File: config.mk
export PLATFORM = sky130hd
export DESIGN_NAME = flooding_relay_with_duplicate_cache_unit_flat
export DESIGN_NICKNAME = d
export VERILOG_FILES = /design/src/design/frc_pkg.sv /design/src/design/frc_in_if.sv /design/src/design/frc_out_if.sv /design/src/design/flooding_relay_with_duplicate_cache_unit.sv /design/src/flat_wrapper.sv
export SDC_FILE = /design/constraint.sdc
export NUM_CORES = 2
export LEC_CHECK = 0
export BUFFER_PORTS_ARGS = -buffer_cell sky130_fd_sc_hd__buf_2
export CORE_MARGIN = 3
export CORE_UTILIZATION = 45
export CTS_BUF_LIST = sky130_fd_sc_hd__clkbuf_8
export CTS_CLUSTER_SIZE = 24
export DETAILED_ROUTE_END_ITERATION = 8
export GPL_TIMING_DRIVEN = 0
export SYNTH_ARGS = -nofsm -noshare
export SYNTH_HDL_FRONTEND = slang
export SYNTH_SLANG_ARGS = --single-unit
File: constraint.sdc
create_clock -name i_clk -period 7.94 [get_ports i_clk]
set_input_delay 0.794 -clock i_clk [delete_from_list [all_inputs] [get_ports i_clk]]
set_output_delay 0.794 -clock i_clk [all_outputs]
set_load 0.01 [all_outputs]
File: src/design/frc_pkg.sv
// Shared types, constants and a helper function of the flooding relay block.
package frc_pkg;

    localparam int CACHE_DEPTH = 32;
    localparam int TTL_CLASSES = 4;
    localparam int AW          = $clog2(CACHE_DEPTH);
    localparam int CW          = $clog2(CACHE_DEPTH + 1);

    localparam int CFG_IDX_W  = 3;
    localparam int CFG_DATA_W = 64;

    localparam logic [7:0]  BCAST_ADDR     = 8'hFF;
    localparam logic [7:0]  DEF_TTL_RST    = 8'd10;
    localparam logic [31:0] CACHE_TIME_RST = 32'd60;

    typedef enum logic [CFG_IDX_W-1:0] {
        CFG_NODE_ADDR    = 3'd0,
        CFG_DEFAULT_TTL  = 3'd1,
        CFG_CACHE_TIME   = 3'd2,
        CFG_DEDUP_EN     = 3'd3,
        CFG_CLASS_TYPES  = 3'd4,
        CFG_CLASS_VALUES = 3'd5,
        CFG_CLASS_VALID  = 3'd6
    } t_cfg_idx;

    typedef enum logic [2:0] {
        DR_NONE    = 3'd0,
        DR_ERROR   = 3'd1,
        DR_NO_DST  = 3'd2,
        DR_OWN_SRC = 3'd3,
        DR_TTL     = 3'd4,
        DR_DUP     = 3'd5
    } t_drop;

    typedef enum logic [1:0] {
        S_IDLE,
        S_SCAN,
        S_DECIDE,
        S_FINISH
    } t_state;

    typedef struct packed {
        logic        from_upper;
        logic        rx_err;
        logic [7:0]  src_addr;
        logic [7:0]  dst_addr;
        logic [15:0] packet_id;
        logic [7:0]  ttl_in;
        logic [15:0] app_class;
        logic [31:0] packet_time;
        logic [31:0] now_time;
    } t_in_item;

    typedef struct packed {
        logic        deliver_up;
        logic        forward_down;
        logic [2:0]  drop_reason;
        logic [7:0]  out_ttl;
        logic [31:0] relay_count;
    } t_out_item;

    typedef struct packed {
        logic [7:0]  src;
        logic [15:0] id;
        logic [31:0] stamp;
    } t_entry;

    // TTL for a locally originated item; the lowest valid matching class wins.
    function automatic logic [7:0] class_ttl(
        input logic [63:0] types,
        input logic [31:0] values,
        input logic [3:0]  valid,
        input logic [15:0] traffic,
        input logic [7:0]  dflt
    );
        logic [7:0] ttl;
        ttl = dflt;
        for (int i = TTL_CLASSES - 1; i >= 0; i--) begin
            if (valid[i] && types[16*i +: 16] == traffic) begin
                ttl = values[8*i +: 8];
            end
        end
        return ttl;
    endfunction

endpackage

File: src/design/frc_in_if.sv
// Valid/ready channel that carries one packet header item into the block.
interface frc_in_if import frc_pkg::*; ();
    logic     valid;
    logic     ready;
    t_in_item data;

    modport source (output valid, output data, input ready);
    modport sink   (input valid, input data, output ready);
endinterface

File: src/design/frc_out_if.sv
// Valid/ready channel that carries one relay decision item out of the block.
interface frc_out_if import frc_pkg::*; ();
    logic      valid;
    logic      ready;
    t_out_item data;

    modport source (output valid, output data, input ready);
    modport sink   (input valid, input data, output ready);
endinterface

File: src/design/flooding_relay_with_duplicate_cache_unit.sv
// Flooding relay decision unit: one header in, one deliver/relay/discard decision out.
// One item is worked on at a time. A packet from below that is eligible for relay while
// duplicate suppression is on scans the whole cache memory, one entry per cycle, through the
// single read port of the cache memory, and then passes the decide and finish states. Every
// other item goes from idle straight to the finish state. A finished decision sits in an
// output register, so the next item is taken while it waits. The cache valid bits are
// cleared by reset at once; no clearing pass is needed.
module flooding_relay_with_duplicate_cache_unit import frc_pkg::*; (
    input  logic                  i_clk,
    input  logic                  i_rst_n,
    input  logic                  i_cfg_we,
    input  logic [CFG_IDX_W-1:0]  i_cfg_idx,
    input  logic [CFG_DATA_W-1:0] i_cfg_data,
    frc_in_if.sink                i_in,
    frc_out_if.source             o_out
);

    // Configuration registers.
    logic [7:0]  r_node_addr;
    logic [7:0]  r_default_ttl;
    logic [31:0] r_max_time;
    logic        r_dedup_en;
    logic [63:0] r_class_types;
    logic [31:0] r_class_values;
    logic [3:0]  r_class_valid;

    always_ff @(posedge i_clk) begin
        if (!i_rst_n) begin
            r_node_addr    <= '0;
            r_default_ttl  <= DEF_TTL_RST;
            r_max_time     <= CACHE_TIME_RST;
            r_dedup_en     <= 1'b1;
            r_class_types  <= '0;
            r_class_values <= '0;
            r_class_valid  <= '0;
        end else if (i_cfg_we) begin
            case (t_cfg_idx'(i_cfg_idx))
                CFG_NODE_ADDR:    r_node_addr    <= i_cfg_data[7:0];
                CFG_DEFAULT_TTL:  r_default_ttl  <= i_cfg_data[7:0];
                CFG_CACHE_TIME:   r_max_time     <= i_cfg_data[31:0];
                CFG_DEDUP_EN:     r_dedup_en     <= i_cfg_data[0];
                CFG_CLASS_TYPES:  r_class_types  <= i_cfg_data;
                CFG_CLASS_VALUES: r_class_values <= i_cfg_data[31:0];
                CFG_CLASS_VALID:  r_class_valid  <= i_cfg_data[3:0];
                default: ;
            endcase
        end
    end

    // Control state.
    t_state          r_state, n_state;
    logic [CW-1:0]   r_cnt;
    logic            r_pend;
    logic [AW-1:0]   r_pidx;
    logic [AW-1:0]   r_ptr;
    logic [CACHE_DEPTH-1:0] r_valid;
    logic [31:0]     r_relay_cnt;
    logic            r_out_vld;

    // Item under work.
    t_out_item       r_res;
    t_out_item       r_out;
    logic [7:0]      r_src;
    logic [15:0]     r_id;
    logic [31:0]     r_ptime;
    logic [31:0]     r_now;
    logic [7:0]      r_ttl_m1;
    logic            r_hit;
    logic            r_known;
    logic [AW-1:0]   r_hit_idx;
    logic [31:0]     r_hit_time;

    // Cache memory.
    t_entry          mem [CACHE_DEPTH];
    t_entry          r_rd;

    logic            accept;
    logic            rd_en;
    logic            decide;
    logic            relay;
    logic            load_out;
    logic            mem_we;
    logic [AW-1:0]   mem_waddr;
    t_entry          mem_wdata;
    logic            ent_match;

    // Decision at accept for everything that does not need the cache.
    t_in_item        in_d;
    logic            a_up, a_down, a_scan, a_relay;
    t_drop           a_reason;
    logic [7:0]      a_ttl;

    assign in_d = i_in.data;

    always_comb begin
        a_up     = 1'b0;
        a_down   = 1'b0;
        a_scan   = 1'b0;
        a_relay  = 1'b0;
        a_reason = DR_NONE;
        a_ttl    = '0;
        if (in_d.rx_err) begin
            a_reason = DR_ERROR;
        end else if (in_d.dst_addr == 8'd0) begin
            a_reason = DR_NO_DST;
        end else if (in_d.from_upper) begin
            if (in_d.dst_addr == r_node_addr) begin
                a_up  = 1'b1;
                a_ttl = in_d.ttl_in;
            end else begin
                a_down = 1'b1;
                a_ttl  = class_ttl(r_class_types, r_class_values, r_class_valid,
                                   in_d.app_class, r_default_ttl);
            end
        end else if (in_d.dst_addr == r_node_addr) begin
            a_up  = 1'b1;
            a_ttl = (in_d.ttl_in == 8'd0) ? 8'd0 : in_d.ttl_in - 8'd1;
        end else if (in_d.src_addr == r_node_addr) begin
            a_reason = DR_OWN_SRC;
        end else begin
            if (in_d.dst_addr == BCAST_ADDR) begin
                a_up  = 1'b1;
                a_ttl = in_d.ttl_in;
            end
            if (in_d.ttl_in <= 8'd1) begin
                a_reason = DR_TTL;
            end else if (r_dedup_en) begin
                a_scan = 1'b1;
            end else begin
                a_down  = 1'b1;
                a_ttl   = in_d.ttl_in - 8'd1;
                a_relay = 1'b1;
            end
        end
    end

    // Next state and control.
    always_comb begin
        n_state  = r_state;
        accept   = 1'b0;
        rd_en    = 1'b0;
        decide   = 1'b0;
        load_out = 1'b0;
        case (r_state)
            S_IDLE: begin
                accept = i_in.valid;
                if (i_in.valid) begin
                    n_state = a_scan ? S_SCAN : S_FINISH;
                end
            end
            S_SCAN: begin
                rd_en = (r_cnt < CW'(CACHE_DEPTH));
                // The last entry is compared in the cycle the counter reaches the depth.
                if (r_cnt == CW'(CACHE_DEPTH)) begin
                    n_state = S_DECIDE;
                end
            end
            S_DECIDE: begin
                decide  = 1'b1;
                n_state = S_FINISH;
            end
            S_FINISH: begin
                if (!r_out_vld || o_out.ready) begin
                    load_out = 1'b1;
                    n_state  = S_IDLE;
                end
            end
            default: n_state = S_IDLE;
        endcase
    end

    always_ff @(posedge i_clk) begin
        if (!i_rst_n) begin
            r_state <= S_IDLE;
        end else begin
            r_state <= n_state;
        end
    end

    assign i_in.ready = (r_state == S_IDLE);

    assign relay     = !r_hit || ((r_now - r_hit_time) > r_max_time);
    assign mem_we    = decide && relay;
    assign mem_waddr = r_hit ? r_hit_idx : r_ptr;
    assign mem_wdata = '{src: r_src, id: r_id,
                         stamp: (r_hit || !r_known) ? r_now : r_ptime};
    assign ent_match = r_pend && r_valid[r_pidx] && (r_rd.src == r_src);

    always_ff @(posedge i_clk) begin
        if (mem_we) begin
            mem[mem_waddr] <= mem_wdata;
        end
        if (rd_en) begin
            r_rd <= mem[r_cnt[AW-1:0]];
        end
    end

    // Control registers of the scan, the cache and the output.
    always_ff @(posedge i_clk) begin
        if (!i_rst_n) begin
            r_cnt       <= '0;
            r_pend      <= 1'b0;
            r_ptr       <= '0;
            r_valid     <= '0;
            r_relay_cnt <= '0;
            r_out_vld   <= 1'b0;
        end else begin
            if (accept) begin
                r_cnt  <= '0;
                r_pend <= 1'b0;
            end else begin
                r_pend <= rd_en;
                if (rd_en) begin
                    r_cnt <= r_cnt + CW'(1);
                end
            end
            if ((accept && a_relay) || (decide && relay)) begin
                r_relay_cnt <= r_relay_cnt + 32'd1;
            end
            if (decide && !r_hit) begin
                r_valid[r_ptr] <= 1'b1;
                r_ptr <= (r_ptr == AW'(CACHE_DEPTH - 1)) ? '0 : r_ptr + AW'(1);
            end
            if (load_out) begin
                r_out_vld <= 1'b1;
            end else if (o_out.ready) begin
                r_out_vld <= 1'b0;
            end
        end
    end

    // Payload of the item under work.
    always_ff @(posedge i_clk) begin
        if (accept) begin
            r_res.deliver_up   <= a_up;
            r_res.forward_down <= a_down;
            r_res.drop_reason  <= a_reason;
            r_res.out_ttl      <= a_ttl;
            r_res.relay_count  <= '0;
            r_src              <= in_d.src_addr;
            r_id               <= in_d.packet_id;
            r_ptime            <= in_d.packet_time;
            r_now              <= in_d.now_time;
            r_ttl_m1           <= in_d.ttl_in - 8'd1;
            r_hit              <= 1'b0;
            r_known            <= 1'b0;
        end else begin
            if (ent_match) begin
                r_known <= 1'b1;
                if (!r_hit && r_rd.id == r_id) begin
                    r_hit      <= 1'b1;
                    r_hit_idx  <= r_pidx;
                    r_hit_time <= r_rd.stamp;
                end
            end
            if (decide) begin
                if (relay) begin
                    r_res.forward_down <= 1'b1;
                    r_res.out_ttl      <= r_ttl_m1;
                end else begin
                    r_res.drop_reason  <= DR_DUP;
                end
            end
        end
        if (rd_en) begin
            r_pidx <= r_cnt[AW-1:0];
        end
        if (load_out) begin
            r_out <= '{deliver_up:   r_res.deliver_up,
                       forward_down: r_res.forward_down,
                       drop_reason:  r_res.drop_reason,
                       out_ttl:      r_res.out_ttl,
                       relay_count:  r_relay_cnt};
        end
    end

    assign o_out.valid = r_out_vld;
    assign o_out.data  = r_out;

    // A relay never carries a drop reason.
    a_fwd_no_drop: assert property (@(posedge i_clk) disable iff (!i_rst_n)
        (o_out.valid && o_out.data.forward_down) |-> (o_out.data.drop_reason == DR_NONE))
        else $error("relayed item carries a drop reason");

    // The relay count moves only when an item is accepted or a cache decision is made.
    a_cnt_stable: assert property (@(posedge i_clk) disable iff (!i_rst_n)
        !(accept || decide) |=> $stable(r_relay_cnt))
        else $error("relay count changed outside a decision");

    // The replacement pointer stays inside the cache.
    a_ptr_range: assert property (@(posedge i_clk) disable iff (!i_rst_n)
        r_ptr <= AW'(CACHE_DEPTH - 1))
        else $error("replacement pointer out of range");

    // The cache is written only in the decision cycle that follows a full scan.
    a_scan_done: assert property (@(posedge i_clk) disable iff (!i_rst_n)
        mem_we |-> ($past(r_state) == S_SCAN && $past(r_cnt) == CW'(CACHE_DEPTH)))
        else $error("cache written without a completed scan");

endmodule
File: src/flat_wrapper.sv
// flat-port wrapper written by rule: the top's interface ports become plain ports
module flooding_relay_with_duplicate_cache_unit_flat import frc_pkg::*;
  (i_clk, i_rst_n, i_cfg_we, i_cfg_idx, i_cfg_data, i_in_valid, i_in_data, i_in_ready, o_out_valid, o_out_data, o_out_ready);
  frc_in_if i_in_i ();
  frc_out_if o_out_i ();
  input  logic i_clk;
  input  logic i_rst_n;
  input  logic i_cfg_we;
  input  logic [CFG_IDX_W-1:0] i_cfg_idx;
  input  logic [CFG_DATA_W-1:0] i_cfg_data;
  input wire logic [$bits(i_in_i.valid)-1:0] i_in_valid;
  input wire logic [$bits(i_in_i.data)-1:0] i_in_data;
  output wire logic [$bits(i_in_i.ready)-1:0] i_in_ready;
  output wire logic [$bits(o_out_i.valid)-1:0] o_out_valid;
  output wire logic [$bits(o_out_i.data)-1:0] o_out_data;
  input wire logic [$bits(o_out_i.ready)-1:0] o_out_ready;
  assign i_in_i.valid = i_in_valid;
  assign i_in_i.data = i_in_data;
  assign i_in_ready = i_in_i.ready;
  assign o_out_valid = o_out_i.valid;
  assign o_out_data = o_out_i.data;
  assign o_out_i.ready = o_out_ready;
  flooding_relay_with_duplicate_cache_unit u_core (.i_clk(i_clk), .i_rst_n(i_rst_n), .i_cfg_we(i_cfg_we), .i_cfg_idx(i_cfg_idx), .i_cfg_data(i_cfg_data), .i_in(i_in_i), .o_out(o_out_i));
endmodule
# After elaboration in Yosys (flattened, before gate mapping)
# Memories as Yosys holds them, arrays and structs flattened. A register that Yosys moved wholly into a read port is not among the register bits.
# Cells that the tools add are included.
dict set report classes {
  n_eq_ne 24
  addsub 5
  mux 69
  n_lt_le_gt_ge 6
  reduce_logical 39
  bitwise 3
}
# operator count
set ops {}
lappend ops {{2-to-1 mux 8 bit} 15}
lappend ops {{equality test 16 bit} 5}
lappend ops {{2-to-1 mux 1 bit} 35}
lappend ops {{adder 32 x 1 -> 32 bit (second input constant)} 1}
lappend ops {{> comparator 32 bit} 1}
lappend ops {{2-to-1 mux 32 bit} 1}
lappend ops {{OR 32 bit} 1}
lappend ops {{subtractor 32 bit} 1}
lappend ops {{equality test 8 bit} 3}
lappend ops {{2-to-1 mux 12 bit} 2}
lappend ops {{2-to-1 mux 3 bit} 7}
lappend ops {{AND reduction 2 bit} 10}
lappend ops {{zero test 8 bit} 2}
lappend ops {{< comparator 5 x 6 -> 1 bit (second input constant)} 2}
lappend ops {{logical AND 1 bit} 11}
lappend ops {{2-to-1 mux 5 bit} 2}
lappend ops {{equality test 3 bit (second input constant)} 3}
lappend ops {{equality test 8 bit (second input constant)} 1}
lappend ops {{<= comparator 8 x 1 -> 1 bit (second input constant)} 1}
lappend ops {{2-to-1 mux 2 bit} 4}
lappend ops {{one-hot mux 2 bit (4 select lines)} 1}
lappend ops {{subtractor 8 x 1 -> 8 bit (second input constant)} 1}
lappend ops {{adder 6 x 1 -> 6 bit (second input constant)} 1}
lappend ops {{equality test 3 x 2 -> 1 bit (second input constant)} 2}
lappend ops {{20 further kinds} 33}
dict set report word_totals {
  ram_bits 1792
  mem_count 1
  out_inout_bits 47
  ff_bits 426
}
# name depth width rd rd_ports_with_merged_regs write_ports line
set mem_list {}
lappend mem_list {u_core.mem 32 56 1 1 1 flooding_relay_with_duplicate_cache_unit.sv:74} ;# t_entry mem [CACHE_DEPTH];

# Longest topological paths before layout
dict set report logic_depth {
  depth_word 11
  ltp_mapped 25
  mapped_depth_nobuf 23
}

# Worst setup path after synthesis
# No wires, ideal clock.
dict set report synth_path {
  kind {register to register}
  start {reg u_core.r_now[0]}
  end {mem u_core.mem[16][0] (netlist name), enable pin}
  path_stages_with_launch 24
  arrival_ns 6.366
  period_less_slack_ns 6.836
  setup_slack_ns 1.104
  required_ns 7.470
  cell_sequence {edfxtp_1 inv_1 ha_1 inv_1 fa_1 a21o_1 a221o_1 nand3_1 and2_1 o31ai_1 o41ai_1 o21bai_1 a21oi_1 xnor2_1 ha_1 nand3_2 nor3_2 inv_1 o22ai_1 nor3_1 a311o_1 nand2_1 nand3_1 nor2_1}
}
dict set report synth_between {
  elab_chain_cells 6
}
# item line
set synth_lines {}
lappend synth_lines {{start: declaration} flooding_relay_with_duplicate_cache_unit.sv:66} ;# logic [31:0] r_now;
lappend synth_lines {{start signal: assignment} flooding_relay_with_duplicate_cache_unit.sv:243} ;# r_now <= in_d.now_time;
lappend synth_lines {{subtractor 32 bit} flooding_relay_with_duplicate_cache_unit.sv:182} ;# assign relay = !r_hit || ((r_now - r_hit_time) > r_max_time);
lappend synth_lines {{> comparator 32 bit} flooding_relay_with_duplicate_cache_unit.sv:182}
lappend synth_lines {{logical OR 1 bit} flooding_relay_with_duplicate_cache_unit.sv:182}
lappend synth_lines {{logical AND 1 bit} flooding_relay_with_duplicate_cache_unit.sv:183} ;# assign mem_we = decide && relay;
lappend synth_lines {{2-to-1 mux 1 bit} flooding_relay_with_duplicate_cache_unit.sv:190} ;# if (mem_we) begin
lappend synth_lines {{2-to-1 mux 1 bit (not written as such)} flooding_relay_with_duplicate_cache_unit.sv:191} ;# mem[mem_waddr] <= mem_wdata;
lappend synth_lines {{end: declaration} flooding_relay_with_duplicate_cache_unit.sv:74}
# No other way between the ends.

# Worst setup path after layout
dict set report layout_path {
  start {reg u_core.r_now[3]}
  end {mem u_core.mem[26][15] (netlist name), enable pin}
}
# Same word-level chain as after synthesis.

==> impl_metrics.ini <==
[clocking]
clkSinkCount = 2274
cts_buffers = 374
root_buffer = clkbuf_8
insertion_delay_ps = 1060
cts.path.max_buffers = 4
htreeDepth = 5
cts_tree = yes
path_clk_slew_ps = 60

[sta]
tightest_slew_ps = 1360
fmax_mhz = 130
drv_slew = 0
timing.final.hold_violations = 0
period_needed_ps = 7710
min_period_over_period = 0.971
setup_viol = 0
rsz0062_at_grt = no
slew-limit-headroom = 0.0877
skew_ps = 69.6

[route]
antenna_left = 0
via_per_inst = 5.65
drtPass1Iterations = 5
vias = 48054
remaining_drc_errors = 0
routedWlPerCell_um = 27.8
wl_um = 237000
drt_iter0_drc = 5112

[global_routing]
first_global_vias = 48728
grt_pass1_wl_um = 338000
grt_max_degree = 61
antenna_found_initial = 8
globalRouteTotalUtil = 0.230
grt-ovfl-total = 0

[placed_design]
hpwl_um = 156000
port_buffers = 231
gp_congestion = 0.872
placedCellCount = 7625

[layout]
regArea_mm2 = 0.0660
multi_input_area_mm2 = 0.0226
area_delta_synth_final_pct = 16.9
final_common_cell = edfxtp_1
instances_no_fill = 8508
mostFrequentLayoutCells = edfxtp_1 (2044), mux4_2 (570), nand2_1 (385), clkbuf_8 (382), buf_2 (250)
drive_above_1_share = 0.272
nets = 5870
nFillCells = 15621
final_util = 0.530

[yosys]
synth_warnings = 0
synth_cell_types = 74
avgSynthCellArea_um2 = 19.2
synth_mux_area_frac = 0.158
synth_area_mm2 = 0.0895
synth_top_family_by_area = multiplexers
seq_area_frac_synth = 0.737
synth_xor_area_frac = 0.0147
synthesis.nets = 4945
ys_async_sr_fraction = 0
synth_simple_gate_area_frac = 0.0402
synth_edf_count = 2044
synth_top_flop_cell = edfxtp_1
netlist_instances = 4672
ys_ff_latch = 2274
synth_compound_area_frac = 0.0248
synth_fa_ha_area_frac = 0.0111

[floorplanning]
core-area_mm2 = 0.198
std_cell_rows = 163
die_y_um = 452
die_w_um = 452
die-area_mm2 = 0.204
initial_utilization = 0.453
pin_count = 241

[setup_path]
worstSetupPathType = flip-flop to flip-flop
setup.worst_path.start = u_core.r_now[3]$_DFFE_PP_
setup.worst_path.end_class = flip-flop
cpPeakStageDelay_ps = 1090
r2r-end = u_core.mem[26][15]$_DFFE_PP_
crit_family = compound AO/OA/AOI/OAI gates
path_max_fanout = 11
rr_worst_depth = 20
crit_buf_inv = 0
reg2reg_from = u_core.r_now[3]$_DFFE_PP_
slowest_stage = nor2_2
timing.reg2reg.setup_slack_ps = 230
endpoint = u_core.mem[26][15]$_DFFE_PP_
required_ps = 8580
critical_path_cell_count = 20
crit_arrival_ps = 8360
startpoint_type = flip-flop
path_cells = ha_1 > o211a_1 > o31ai_1 > a211oi_1 > o21ai_0 > a21oi_1 > o31ai_1 > nand2b_1 > a21oi_1 > xnor2_1 > ha_1 > nand3_2 > nor3_2 > nand2b_1 > o22ai_1 > nor3_1 > a311o_1 > nand2_1 > nand3_2 > nor2_2

[outcome]
outcome = complete, no violations

[power]
p_leak_uw = 0.0335
pwr_density_cell_mw_per_mm2 = 266
peakVddDrop_uv = 182

[min_path]
min_path_type = input port to flip-flop

[run]
drv_cap = 0
==> metal layers <==
metal | up-vias | wire length, µm | track usage
met4 | 0 | 7050 | 0.0722
met3 | 440 | 18800 | 0.0445
met1 | 24905 | 95700 | 0.316
met2 | 2063 | 115000 | 0.375
met5 | - | 0 | 0
li1 | 20646 | - | -
==> final cells by class <==
class / count / area share
sequential: 2274 / 0.631
inverter: 93 / 0.00338
buffer: 220 / 0.00843
antenna: 10 / 0.000239
tap: 2640 / 0.0316
timing repair buffer: 548 / 0.0485
multi-input combinational: 2086 / 0.216
clock inverter: 255 / 0.0113
clock buffer: 382 / 0.0502
==> cells in the mapped netlist, drive strengths merged (8+ instances only) <==
cell,instances,area [µm²]
a21o,19,143
buf,61,272
nand3,38,200
ha,78,976
o211ai,10,75.1
o41ai,8,70.1
mux2i,32,320
o21a,13,98.9
a21oi,191,956
a31oi,17,121
dfxtp,230,4600
mux2,90,1010
a211oi,12,90.1
nand2b,33,206
nand2,386,1450
or4,8,60.1
xor2,63,552
clkbuf,159,597
edfxtp,2044,61400
o31ai,8,60.1
nand4,30,194
mux4,570,12800
nor2b,17,106
o21ai,44,220
inv,93,349
nor4,31,194
xnor2,87,762
nor2,178,668
nor3,34,200
==> per-stage QoR <==
step | hold slack (ps) | TNS [ps] | total power, µW | instance area, µm² | setup slack [ps]
global route | 40.1 | 0 | 29000 | 105000 | 11.3
floorplan | 400 | 0 | 17300 | 89500 | 1100
finish | 98.0 | 0 | 27800 | 105000 | 227
CTS | 0.633 | -105 | 28100 | 104000 | -15.9
detailed placement | 405 | -26130 | 19000 | 95900 | -280
global placement | 403 | -7662890 | 18900 | 94000 | -4530
==> worst min-delay path by stage <==
| stage | from | endpoint | depth (start not counted) |
|---|---|---|---|
| final | i_cfg_data[14] | u_core.r_max_time[14]$_SDFFE_PN0P_ | 3 |
| after global routing | i_cfg_data[14] | u_core.r_max_time[14]$_SDFFE_PN0P_ | 3 |
| after CTS | i_cfg_data[14] | u_core.r_max_time[14]$_SDFFE_PN0P_ | 3 |
| after detailed placement | u_core.r_res[32]$_DFFE_PP_ | u_core.o_out.data[32]$_DFFE_PP_ | 0 |
| after global placement | u_core.r_rd[0]$_DFFE_PP_ | u_core.r_hit_time[0]$_DFFE_PP_ | 0 |
| after floorplan | u_core.r_res[32]$_DFFE_PP_ | u_core.o_out.data[32]$_DFFE_PP_ | 0 |
==> tightest hold or removal path: stages <==
cell and delay (ps):
buf_2 140, nand2_1 70, a21oi_1 50
==> registers in the layout, indices dropped and copies added, names as in the netlist, 45 cells and up <==
register	cells
u_core.r_rd	56
u_core.r_class_types	64
u_core.mem	1792
u_core.o_out.data	45
==> kinds of logic after synthesis <==
logic type                 after synthesis
AOI/OAI and AO/OA                      367
xor gates and xnor gates               150
adders and majority gates               79
buffers and inverters                  313
DFF                                   2274
muxes                                  692
and+or+nand+nor                        797
==> what timing repair did <==
item,in CTS,in global routing
gates resized for setup,1,2
hold endpoints to repair,142,0
pin swaps,15,15
hold buffers,139,0
cloned,1,0
setup buffers,22,74
endpoints found under the setup margin,323,849
==> where the power goes <==
group | switching, µW | internal, µW
combinational | 2450 | 1820
sequential | 395 | 14100
clock | 4500 | 4600
Power figures use the tool's default switching activity.
